## config.mk

```make
export PLATFORM = sky130hd
export DESIGN_NAME = cbp_round_stage
export DESIGN_NICKNAME = d
export VERILOG_FILES = /design/src/hdl/assert_macros.svh /design/src/hdl/cbp_pkg.sv /design/src/hdl/cbp_round_stage.sv
export SDC_FILE = /design/constraint.sdc
export NUM_CORES = 1
export LEC_CHECK = 0
export ABC_AREA = 1
export BUFFER_PORTS_ARGS = -buffer_cell sky130_fd_sc_hd__buf_2
export CAP_MARGIN = 20
export CORE_AREA = 2 2 406 408
export CTS_BUF_LIST = sky130_fd_sc_hd__clkbuf_2
export DETAILED_ROUTE_END_ITERATION = 12
export DIE_AREA = 0 0 408 410
export HOLD_SLACK_MARGIN = 0.02
export MAX_ROUTING_LAYER = met4
export PLACE_DENSITY = 0.42
export SYNTH_ARGS = -nofsm -noshare
export SYNTH_HDL_FRONTEND = slang
export SYNTH_SLANG_ARGS = --single-unit
export TNS_END_PERCENT = 100
```

## constraint.sdc

```tcl
create_clock -name i_clk -period 3.35 [get_ports i_clk]
set_clock_uncertainty 0.2 [all_clocks]
set_input_delay 0.1675 -clock i_clk [delete_from_list [all_inputs] [get_ports i_clk]]
set_output_delay 0.1675 -clock i_clk [all_outputs]
set_load 0.01 [all_outputs]
```

## src/hdl/assert_macros.svh

```systemverilog
// Assertion helpers, clocked on a named clock and disabled during reset.
`ifndef ASSERT_MACROS_SVH
`define ASSERT_MACROS_SVH

// Same-cycle implication.
`define ASSERT_SAME(label, clk, rst_n, ante, cons, msg) \
    label: assert property (@(posedge clk) disable iff (!rst_n) (ante) |-> (cons)) \
        else $error(msg);

// Next-cycle implication.
`define ASSERT_NEXT(label, clk, rst_n, ante, cons, msg) \
    label: assert property (@(posedge clk) disable iff (!rst_n) (ante) |=> (cons)) \
        else $error(msg);

`endif

```

## src/hdl/cbp_pkg.sv

```systemverilog
package cbp_pkg;

    localparam int WORD_W          = 32;
    localparam int FIELD_W         = 64;
    localparam int N_WORDS         = 16;
    localparam int DOUBLE_ROUNDS_D = 10;
    localparam int STEPS_PER_DR    = 8;

    typedef logic [WORD_W-1:0]              t_word;
    typedef logic [N_WORDS-1:0][WORD_W-1:0] t_state;
    typedef logic [1:0]                     t_step;

    localparam t_step STEP_AD16 = 2'd0;
    localparam t_step STEP_CB12 = 2'd1;
    localparam t_step STEP_AD8  = 2'd2;
    localparam t_step STEP_CB7  = 2'd3;

    localparam logic [4:0] ROT_16 = 5'd16;
    localparam logic [4:0] ROT_12 = 5'd12;
    localparam logic [4:0] ROT_8  = 5'd8;
    localparam logic [4:0] ROT_7  = 5'd7;

    function automatic t_word rotl(t_word v, logic [4:0] s);
        logic [2*WORD_W-1:0] x;
        begin
            x = {v, v} << s;
            return x[2*WORD_W-1:WORD_W];
        end
    endfunction

    // row = position in the quarter-round, column shifts by row on diagonals
    function automatic logic [3:0] word_idx(logic diag, logic [1:0] q, logic [1:0] pos);
        logic [1:0] col;
        begin
            col = q + (diag ? pos : 2'd0);
            return {pos, col};
        end
    endfunction

    function automatic t_state qr_step(t_state s, logic diag, t_step step, logic [1:0] q);
        t_state     r;
        logic [3:0] ia;
        logic [3:0] ib;
        logic [3:0] ic;
        logic [3:0] id;
        t_word      a;
        t_word      b;
        t_word      c;
        t_word      d;
        begin
            ia = word_idx(diag, q, 2'd0);
            ib = word_idx(diag, q, 2'd1);
            ic = word_idx(diag, q, 2'd2);
            id = word_idx(diag, q, 2'd3);
            a  = s[ia];
            b  = s[ib];
            c  = s[ic];
            d  = s[id];
            case (step)
                STEP_AD16: begin
                    a = a + b;
                    d = rotl(d ^ a, ROT_16);
                end
                STEP_CB12: begin
                    c = c + d;
                    b = rotl(b ^ c, ROT_12);
                end
                STEP_AD8: begin
                    a = a + b;
                    d = rotl(d ^ a, ROT_8);
                end
                STEP_CB7: begin
                    c = c + d;
                    b = rotl(b ^ c, ROT_7);
                end
                default: begin
                    a = s[ia];
                end
            endcase
            r     = s;
            r[ia] = a;
            r[ib] = b;
            r[ic] = c;
            r[id] = d;
            return r;
        end
    endfunction

endpackage

```

## src/hdl/cbp_round_stage.sv

```systemverilog
module cbp_round_stage #(
    parameter logic           DIAG = 1'b0,
    parameter cbp_pkg::t_step STEP = cbp_pkg::STEP_AD16
) (
    input  logic            i_clk,
    input  logic            i_rst_n,
    input  logic            i_en,
    input  logic            i_valid,
    input  cbp_pkg::t_state i_state,
    output logic            o_valid,
    output cbp_pkg::t_state o_state
);

    logic            r_valid;
    cbp_pkg::t_state r_state;
    cbp_pkg::t_state n_state;

    // the four quarter-rounds touch disjoint words
    always_comb begin
        n_state = i_state;
        for (int q = 0; q < 4; q++) begin
            n_state = cbp_pkg::qr_step(n_state, DIAG, STEP, 2'(q));
        end
    end

    always_ff @(posedge i_clk) begin
        if (!i_rst_n) begin
            r_valid <= 1'b0;
        end else if (i_en) begin
            r_valid <= i_valid;
        end
    end

    always_ff @(posedge i_clk) begin
        if (i_en) begin
            r_state <= n_state;
        end
    end

    assign o_valid = r_valid;
    assign o_state = r_state;

endmodule

```

==> metrics.txt, run 1 <==
# TYPE chip_impl_metric gauge
chip_impl_metric{name="ioPinCount",unit=""} 1029
chip_impl_metric{name="portBuffers",unit=""} 1028
chip_impl_metric{name="share_of_the_synthesized_area_in_compound_gates_ao_oa_aoi_oai",unit=""} 0.01649
chip_impl_metric{name="synth.net_count",unit=""} 3580
chip_impl_metric{name="synth_xor_area_frac",unit=""} 0.05232
chip_impl_metric{name="postSynth.asyncResetShare",unit=""} 0
chip_impl_metric{name="ys_types",unit=""} 28
chip_impl_metric{name="num_rows",unit=""} 149
chip_impl_info{name="synth_flop_cell",value="edfxtp_1"} 1
chip_impl_metric{name="die_width",unit="um"} 408
chip_impl_info{name="stop_stage",value="clock tree synthesis (4_1_cts)"} 1
chip_impl_metric{name="resized_after_cts",unit=""} 0
chip_impl_metric{name="place.gp.congestion",unit=""} 0.8773
chip_impl_metric{name="cts.hold.buffers_added",unit=""} 1296
chip_impl_metric{name="netlist.area_leader.share",unit=""} 0.5630
chip_impl_metric{name="ys.warnings.count",unit=""} 0
chip_impl_info{name="error_message",value="[ERROR RSZ-0060] Max buffer count reached."} 1
chip_impl_metric{name="seq_area_frac_synth",unit=""} 0.5637
chip_impl_metric{name="portion_of_netlist_area_occupied_by_mux_cells",unit=""} 0
chip_impl_metric{name="yosys.area_share.adder",unit=""} 0.05974
chip_impl_metric{name="synth_edf_count",unit=""} 512
chip_impl_info{name="yosysMostFrequentCell",value="nand2_1"} 1
chip_impl_metric{name="detailedPlacementHpwl",unit="um"} 110900
chip_impl_info{name="synth_top_cells_by_area",value="edfxtp_1 (56%), nand2_1 (15%), inv_1 (7.2%)"} 1
chip_impl_metric{name="pre_cts_slack",unit="ns"} 0.06578
chip_impl_info{name="netlist_top_cells_count",value="nand2_1 (1,103), inv_1 (524), edfxtp_1 (512)"} 1
chip_impl_metric{name="cts_setup_buffers",unit=""} 0
chip_impl_metric{name="floorplan.initialDensity",unit=""} 0.1670
chip_impl_info{name="outcome",value="stopped before the end"} 1
chip_impl_metric{name="sinks_on_the_clock_net",unit=""} 513
chip_impl_metric{name="syn_std_cell_area",unit="um2"} 27310
chip_impl_info{name="synth_top_family_by_area",value="simple AND/OR/NAND/NOR gates"} 1
chip_impl_info{name="post-synth-top-area-cell",value="edfxtp_1"} 1
chip_impl_metric{name="post_synthesis_instance_total",unit=""} 2936
chip_impl_metric{name="die_y",unit="um"} 410
chip_impl_metric{name="syn_area_per_cell",unit="um2"} 9.302
chip_impl_metric{name="cts_inserted_buffers",unit=""} 156
chip_impl_info{name="clk_tree_root_cell",value="clkbuf_2"} 1
chip_impl_metric{name="synth_seq_cells",unit=""} 513
chip_impl_metric{name="cts.path.max_buffers",unit=""} 3
chip_impl_metric{name="synth-simple-area-share",unit=""} 0.2350
chip_impl_metric{name="h-tree-depth",unit=""} 4
==> stage by stage <==
step,instance area [um2],instances,hold slack [ns],utilization
after floorplan,27310,2936,0.06096,-
after global placement,35720,6209,0.1440,0.2185
after detailed placement,35720,6209,0.1456,0.2185
==> cell families after synthesis <==
| group | Yosys count |
|---|---|
| flops | 513 |
| fa+ha+maj | 128 |
| simple gates | 1547 |
| xor+xnor | 134 |
| buf+inv | 529 |
| compound gates | 85 |
==> run 2: changes to the inputs <==
--- a/config.mk
+++ b/config.mk
@@ -8,13 +8,10 @@
 export ABC_AREA = 1
 export BUFFER_PORTS_ARGS = -buffer_cell sky130_fd_sc_hd__buf_2
 export CAP_MARGIN = 20
-export CORE_AREA = 2 2 406 408
-export CTS_BUF_LIST = sky130_fd_sc_hd__clkbuf_2
+export CORE_AREA = 2 2 399 401
 export DETAILED_ROUTE_END_ITERATION = 12
-export DIE_AREA = 0 0 408 410
-export HOLD_SLACK_MARGIN = 0.02
-export MAX_ROUTING_LAYER = met4
-export PLACE_DENSITY = 0.42
+export DIE_AREA = 0 0 401 403
+export PLACE_DENSITY_LB_ADDON = 0.15
 export SYNTH_ARGS = -nofsm -noshare
 export SYNTH_HDL_FRONTEND = slang
 export SYNTH_SLANG_ARGS = --single-unit
==> run 2 against run 1 <==
The run now ends clean; synthesized cell count unchanged; area after synthesis unchanged.
==> metrics.txt, run 2 <==
# TYPE chip_impl_metric gauge
chip_impl_metric{name="drt_pre_antenna_iters",unit=""} 6
chip_impl_metric{name="max-cap-violations",unit=""} 0
chip_impl_metric{name="vdd.ir_drop.worst",unit="mV"} 0.3372
chip_impl_metric{name="p_per_area",unit="nW/um2"} 471.9
chip_impl_info{name="timing.critical_path.from_type",value="input port"} 1
chip_impl_info{name="synth_top_cells_by_area",value="edfxtp_1 (56%), nand2_1 (15%), inv_1 (7.2%)"} 1
chip_impl_info{name="final_common_cell",value="nand2_1"} 1
chip_impl_metric{name="timing_worst_slew_pin_value",unit="ns"} 0.6361
chip_impl_metric{name="die_width",unit="um"} 401
chip_impl_metric{name="postLayoutCellArea",unit="um2"} 45990
chip_impl_metric{name="timing.final.hold_violations",unit=""} 0
chip_impl_metric{name="post_dp_cell_area",unit="um2"} 35420
chip_impl_metric{name="routed_wirelength",unit="um"} 139000
chip_impl_metric{name="avgViaCountPerCell",unit=""} 3.834
chip_impl_metric{name="postSynth.asyncResetShare",unit=""} 0
chip_impl_metric{name="initial_antenna_violation_count",unit=""} 31
chip_impl_metric{name="tns_setup",unit="ns"} 0
chip_impl_metric{name="ys.warnings.count",unit=""} 0
chip_impl_metric{name="drt_iter0_markers",unit=""} 1218
chip_impl_metric{name="portBuffers",unit=""} 1028
chip_impl_info{name="outcome",value="finished, final reports clean"} 1
chip_impl_metric{name="cp.arrival",unit="ns"} 3.46
chip_impl_metric{name="finalSetupViolations",unit=""} 0
chip_impl_metric{name="detailedPlacementHpwl",unit="um"} 114800
chip_impl_metric{name="seq_area_frac_synth",unit=""} 0.5637
chip_impl_metric{name="number_of_placed_cells_counting_well_taps",unit=""} 6069
chip_impl_metric{name="fp.coreArea",unit="um2"} 157500
chip_impl_metric{name="synth_seq_cells",unit=""} 513
chip_impl_metric{name="ys_types",unit=""} 28
chip_impl_metric{name="timing.final.crit_period",unit="ns"} 3.266
chip_impl_metric{name="worst-endpoint-required",unit="ns"} 3.54
chip_impl_metric{name="path_max_fanout",unit=""} 4
chip_impl_metric{name="drc",unit=""} 0
chip_impl_metric{name="post_synthesis_instance_total",unit=""} 2936
chip_impl_metric{name="synth.net_count",unit=""} 3580
chip_impl_metric{name="pin_count_of_the_biggest_net_entering_global_routing",unit=""} 65
chip_impl_metric{name="finish.net_count",unit=""} 5506
chip_impl_info{name="clk_tree_root_cell",value="clkbuf_16"} 1
chip_impl_metric{name="largest_register_ff_count",unit=""} 512
chip_impl_info{name="worst_hold_path_type",value="in2reg"} 1
chip_impl_info{name="yosysMostFrequentCell",value="nand2_1"} 1
chip_impl_metric{name="floorplan.initialDensity",unit=""} 0.1734
chip_impl_info{name="critical_path_class",value="in2reg"} 1
chip_impl_metric{name="clock_insertion_delay_worst_skew",unit="ns"} 0.65
chip_impl_metric{name="design.die.area",unit="um2"} 161600
chip_impl_metric{name="netlist.area_leader.share",unit=""} 0.5630
chip_impl_metric{name="finish.utilization",unit=""} 0.2920
chip_impl_metric{name="power_leakage",unit="nW"} 22.16
chip_impl_metric{name="first_global_vias",unit=""} 28120
chip_impl_metric{name="layout_worst_path_cycle_share",unit=""} 0.9749
chip_impl_metric{name="layout-drive-gt1-share",unit=""} 0.2646
chip_impl_metric{name="global_route_wire_length_before_repair",unit="um"} 195100
chip_impl_metric{name="gr-usage-all-layers",unit=""} 0.1675
chip_impl_metric{name="wl_per_cell",unit="um"} 19.85
chip_impl_info{name="post-synth-top-area-cell",value="edfxtp_1"} 1
chip_impl_info{name="netlist_top_cells_count",value="nand2_1 (1,103), inv_1 (524), edfxtp_1 (512)"} 1
chip_impl_metric{name="cts.path.max_buffers",unit=""} 3
chip_impl_metric{name="antenna_left",unit=""} 0
chip_impl_metric{name="place.gp.congestion",unit=""} 0.8765
chip_impl_metric{name="num_rows",unit=""} 146
chip_impl_metric{name="clkSlewWorstSetupHoldPaths",unit="ns"} 0.06
chip_impl_info{name="mostFrequentLayoutCells",value="nand2_1 (1,087), buf_2 (1,027), dlygate4sd3_1 (792), inv_1 (524), edfxtp_1 (512)"} 1
chip_impl_metric{name="final-instance-count-excl-fill",unit=""} 7000
chip_impl_info{name="clock_tree_from_tritoncts",value="built"} 1
chip_impl_metric{name="syn_area_per_cell",unit="um2"} 9.302
chip_impl_metric{name="slew_violations",unit=""} 0
chip_impl_metric{name="num_vias",unit=""} 26840
chip_impl_metric{name="die_y",unit="um"} 403
chip_impl_metric{name="h-tree-depth",unit=""} 3
chip_impl_metric{name="total_grt_overflow",unit=""} 0
chip_impl_metric{name="area.growth.synth_to_final",unit="%"} 68.39
chip_impl_info{name="worst_setup_end_kind",value="flip-flop"} 1
chip_impl_metric{name="sinks_on_the_clock_net",unit=""} 513
chip_impl_metric{name="total_power",unit="mW"} 21.70
chip_impl_metric{name="cts_inserted_buffers",unit=""} 69
chip_impl_metric{name="relSlewSlack",unit=""} 0.5759
chip_impl_info{name="synth_flop_cell",value="edfxtp_1"} 1
chip_impl_metric{name="fmax",unit="MHz"} 306.2
chip_impl_metric{name="syn_std_cell_area",unit="um2"} 27310
chip_impl_metric{name="synth_edf_count",unit=""} 512
chip_impl_metric{name="ioPinCount",unit=""} 1029
run 2: cell counts after synthesis:
Identical to the previous run, type by type.
run 2: worst paths after layout:
check | from | endpoint | slack (ns) | cells past startpoint
setup / recovery | i_state[41] | o_state[429] | 0.08 | 16
hold reg to reg | o_valid | o_valid | 0.87 | 3
hold / removal | i_state[56] | o_state[56] | 0.03 | 4
setup reg to reg | o_valid | o_valid | 1.99 | 3
run 2: logic make-up after synthesis:
| kind of cell | synth area share |
|---|---|
| xor gates and xnor gates | 0.05232 |
| DFF | 0.5637 |
| adders and majority gates | 0.05974 |
| buffers and inverters | 0.07271 |
| and+or+nand+nor | 0.2350 |
| AOI/OAI and AO/OA | 0.01649 |
run 2: timing repair:
action	4_1_cts	5_1_grt
hold buffers	790	2
setup endpoints to repair	0	20
buffers inserted	0	2
gates resized for setup	0	79
endpoints found under the hold margin	557	3
run 2: power by group:
group / internal, mW / switching (mW) / total, mW
registers: 8.04 / 0.253 / 8.30
clock network: 4.39 / 3.27 / 7.66
logic: 2.42 / 3.32 / 5.74
total: 14.9 / 6.85 / 21.7
run 2: cell type report:
| class | count | area [um2] |
|---|---|---|
| antenna | 15 | 37.54 |
| clock buffer | 75 | 1749 |
| clock inverter | 47 | 563.0 |
| fill | 16900 | 111500 |
| inverter | 529 | 1986 |
| multi-input combinational | 1894 | 10210 |
| sequential | 513 | 15390 |
| tap | 2072 | 2592 |
| timing repair buffer | 1855 | 13460 |
run 2: layer usage:
metal	track usage	wire length [um]	up-vias
met5	0	136	-
met4	0.04588	3607	22
met3	0.04037	8550	154
met2	0.3092	70750	797
met1	0.1908	55910	12560
li1	-	-	13300
run 2: worst max-delay path, cell delays in order:
cell	delay [ns]
dlygate4sd3_1	0.55
buf_2	0.14
ha_1	0.41
nand2_2	0.13
inv_1	0.09
nand2_1	0.11
nor3_2	0.12
nand2_1	0.14
nand2_4	0.13
nand2_1	0.09
nand2_1	0.09
nand2_1	0.07
nand3_1	0.07
dlygate4sd3_1	0.55
nand2_1	0.06
dlygate4sd3_1	0.56
run 2: through the flow:
stage	hold WS, ns	setup WS (ns)
3_5_place_dp	0.1459	0.4125
5_1_grt	0.02843	-0.003124
3_3_place_gp	0.1438	0.3729
6_report	0.03329	0.08409
4_1_cts	0.0003413	0.006026
2_1_floorplan	0.06096	1.320
(Power assumes the default switching activity.)
==> run 3: changes to the inputs <==
--- a/config.mk
+++ b/config.mk
@@ -8,9 +8,9 @@
 export ABC_AREA = 1
 export BUFFER_PORTS_ARGS = -buffer_cell sky130_fd_sc_hd__buf_2
 export CAP_MARGIN = 20
-export CORE_AREA = 2 2 399 401
+export CORE_AREA = 2 2 398 400
 export DETAILED_ROUTE_END_ITERATION = 12
-export DIE_AREA = 0 0 401 403
+export DIE_AREA = 0 0 400 402
 export PLACE_DENSITY_LB_ADDON = 0.15
 export SYNTH_ARGS = -nofsm -noshare
 export SYNTH_HDL_FRONTEND = slang
==> run 3 against run 2 <==
Global-route usage shrank 0.22 points; highest routed layer unchanged; sequential power barely moved; core utilization rose by 0.098 points; largest cell class unchanged.
==> metrics.txt, run 3 (synthesis gave the netlist of run 2 again) <==
# TYPE chip_impl_metric gauge
chip_impl_info{name="outcome",value="finished, final reports clean"} 1
chip_impl_metric{name="die_y",unit="um"} 402
chip_impl_metric{name="pin_count_of_the_biggest_net_entering_global_routing",unit=""} 69
chip_impl_metric{name="groute.layer.met3.usage",unit=""} 0.04734
chip_impl_metric{name="antenna_left",unit=""} 0
chip_impl_metric{name="vdd.ir_drop.worst",unit="mV"} 0.3464
chip_impl_metric{name="path_max_fanout",unit=""} 4
chip_impl_metric{name="first_global_vias",unit=""} 27780
chip_impl_metric{name="max-cap-violations",unit=""} 0
chip_impl_metric{name="layout_worst_path_cycle_share",unit=""} 0.9756
chip_impl_metric{name="power_leakage",unit="nW"} 22.17
chip_impl_metric{name="fp.coreArea",unit="um2"} 157100
chip_impl_metric{name="clock_insertion_delay_worst_skew",unit="ns"} 0.67
chip_impl_metric{name="detailedPlacementHpwl",unit="um"} 113000
chip_impl_metric{name="largest_register_ff_count",unit=""} 512
chip_impl_info{name="clk_tree_root_cell",value="clkbuf_16"} 1
chip_impl_metric{name="routed_wirelength",unit="um"} 137400
chip_impl_metric{name="slew_violations",unit=""} 0
chip_impl_info{name="worst_setup_end_kind",value="flip-flop"} 1
chip_impl_metric{name="sinks_on_the_clock_net",unit=""} 513
chip_impl_metric{name="p_per_area",unit="nW/um2"} 475.6
chip_impl_metric{name="postLayoutCellArea",unit="um2"} 46040
chip_impl_metric{name="floorplan.initialDensity",unit=""} 0.1738
chip_impl_info{name="timing.critical_path.from_type",value="input port"} 1
chip_impl_metric{name="gr-usage-all-layers",unit=""} 0.1653
chip_impl_metric{name="post_dp_cell_area",unit="um2"} 35280
chip_impl_metric{name="h-tree-depth",unit=""} 3
chip_impl_metric{name="drt_pre_antenna_iters",unit=""} 5
chip_impl_metric{name="num_rows",unit=""} 146
chip_impl_metric{name="wl_per_cell",unit="um"} 19.58
chip_impl_metric{name="relSlewSlack",unit=""} 0.3579
chip_impl_metric{name="timing.final.crit_period",unit="ns"} 3.268
chip_impl_metric{name="filler_cell_count",unit=""} 16900
chip_impl_metric{name="finish.utilization",unit=""} 0.2930
chip_impl_metric{name="grt_util_met1",unit=""} 0.1844
chip_impl_metric{name="cts_inserted_buffers",unit=""} 73
chip_impl_metric{name="finish.net_count",unit=""} 5513
chip_impl_metric{name="portBuffers",unit=""} 1028
chip_impl_metric{name="design.die.area",unit="um2"} 160800
chip_impl_metric{name="die_width",unit="um"} 400
chip_impl_info{name="clock_tree_from_tritoncts",value="built"} 1
chip_impl_metric{name="ioPinCount",unit=""} 1029
chip_impl_metric{name="layout-drive-gt1-share",unit=""} 0.2568
chip_impl_metric{name="area.growth.synth_to_final",unit="%"} 68.57
chip_impl_metric{name="timing_worst_slew_pin_value",unit="ns"} 0.9598
chip_impl_metric{name="total_grt_overflow",unit=""} 0
chip_impl_metric{name="cp.arrival",unit="ns"} 3.59
chip_impl_metric{name="cts.path.max_buffers",unit=""} 3
chip_impl_metric{name="drt_iter0_markers",unit=""} 1281
chip_impl_metric{name="num_vias",unit=""} 26780
chip_impl_info{name="final_common_cell",value="nand2_1"} 1
chip_impl_info{name="critical_path_class",value="in2reg"} 1
chip_impl_metric{name="fmax",unit="MHz"} 306.0
chip_impl_info{name="mostFrequentLayoutCells",value="nand2_1 (1,097), buf_2 (1,027), dlygate4sd3_1 (807), inv_1 (524), edfxtp_1 (512)"} 1
chip_impl_metric{name="clkSlewWorstSetupHoldPaths",unit="ns"} 0.05
chip_impl_metric{name="timing.final.hold_violations",unit=""} 0
chip_impl_metric{name="initial_antenna_violation_count",unit=""} 37
chip_impl_metric{name="avgViaCountPerCell",unit=""} 3.816
chip_impl_metric{name="finalSetupViolations",unit=""} 0
chip_impl_info{name="worst_hold_path_type",value="in2reg"} 1
chip_impl_metric{name="drc",unit=""} 0
chip_impl_metric{name="worst-endpoint-required",unit="ns"} 3.67
chip_impl_info{name="top_usage_layer",value="met2"} 1
chip_impl_metric{name="global_route_wire_length_before_repair",unit="um"} 190300
chip_impl_metric{name="groute.layer.met2.usage",unit=""} 0.3029
chip_impl_metric{name="place.gp.congestion",unit=""} 0.8499
-- run 3: area by class of cell --
type	instances	area [um2]	share of cell area
sequential	513	15390	0.3344
timing repair buffer	1858	13470	0.2926
multi-input combinational	1894	10140	0.2202
tap	2072	2592	0.05632
inverter	529	1986	0.04313
clock buffer	90	1911	0.04150
clock inverter	42	496.7	0.01079
antenna	20	50.05	0.001087
-- run 3: final timing paths --
check / startpoint / to / slack (ns) / depth (start not counted)
setup / recovery: i_state[101] / o_state[511] / 0.08 / 14
hold / removal: i_state[115] / o_state[483] / 0.02 / 6
setup reg to reg: o_valid / o_valid / 1.96 / 3
hold reg to reg: o_valid / o_valid / 0.91 / 3
-- run 3: power by group --
group / switching (mW) / leakage [nW] / internal (mW)
Clock: 3.38 / 1.16 / 4.53
Sequential: 0.227 / 5.02 / 8.04
Combinational: 3.31 / 16.0 / 2.40
-- run 3: worst max-delay path: stages --
cell	delay [ns]
dlygate4sd3_1	0.56
buf_2	0.14
ha_1	0.37
nand2_1	0.18
inv_1	0.07
a21oi_1	0.15
nand2_1	0.14
nand2_1	0.13
nand2_2	0.13
xnor2_1	0.28
nand2_1	0.09
dlygate4sd3_1	0.57
nand2_1	0.07
dlygate4sd3_1	0.54
-- run 3: what timing repair did --
action / in CTS / in global routing
hold endpoints to repair: 539 / 2
resized for setup: 0 / 50
buffers inserted: 0 / 2
hold buffers: 805 / 2
setup endpoints to repair: 0 / 14
-- run 3: per-stage QoR --
| step | hold slack [ns] | std cells | setup slack (ns) | setup TNS (ns) | total power [mW] |
|---|---|---|---|---|---|
| finish | 0.01710 | 7018 | 0.08171 | 0 | 21.89 |
| global route | 0.03297 | 7009 | -0.01676 | -0.02967 | 23.09 |
| CTS | 0.001597 | 6994 | 0.02644 | 0 | 22.36 |
| detailed placement | 0.1458 | 6057 | 0.4630 | 0 | 13.19 |
| global placement | 0.1441 | 6057 | 0.4750 | 0 | 13.21 |
| floorplan | 0.06096 | 2936 | 1.320 | 0 | 10.61 |
-- run 3: layer usage --
layer	vias to the layer above	routed length, um
met4	18	2999
met5	-	107
met3	135	9884
met2	801	70030
met1	12510	54390
li1	13320	-
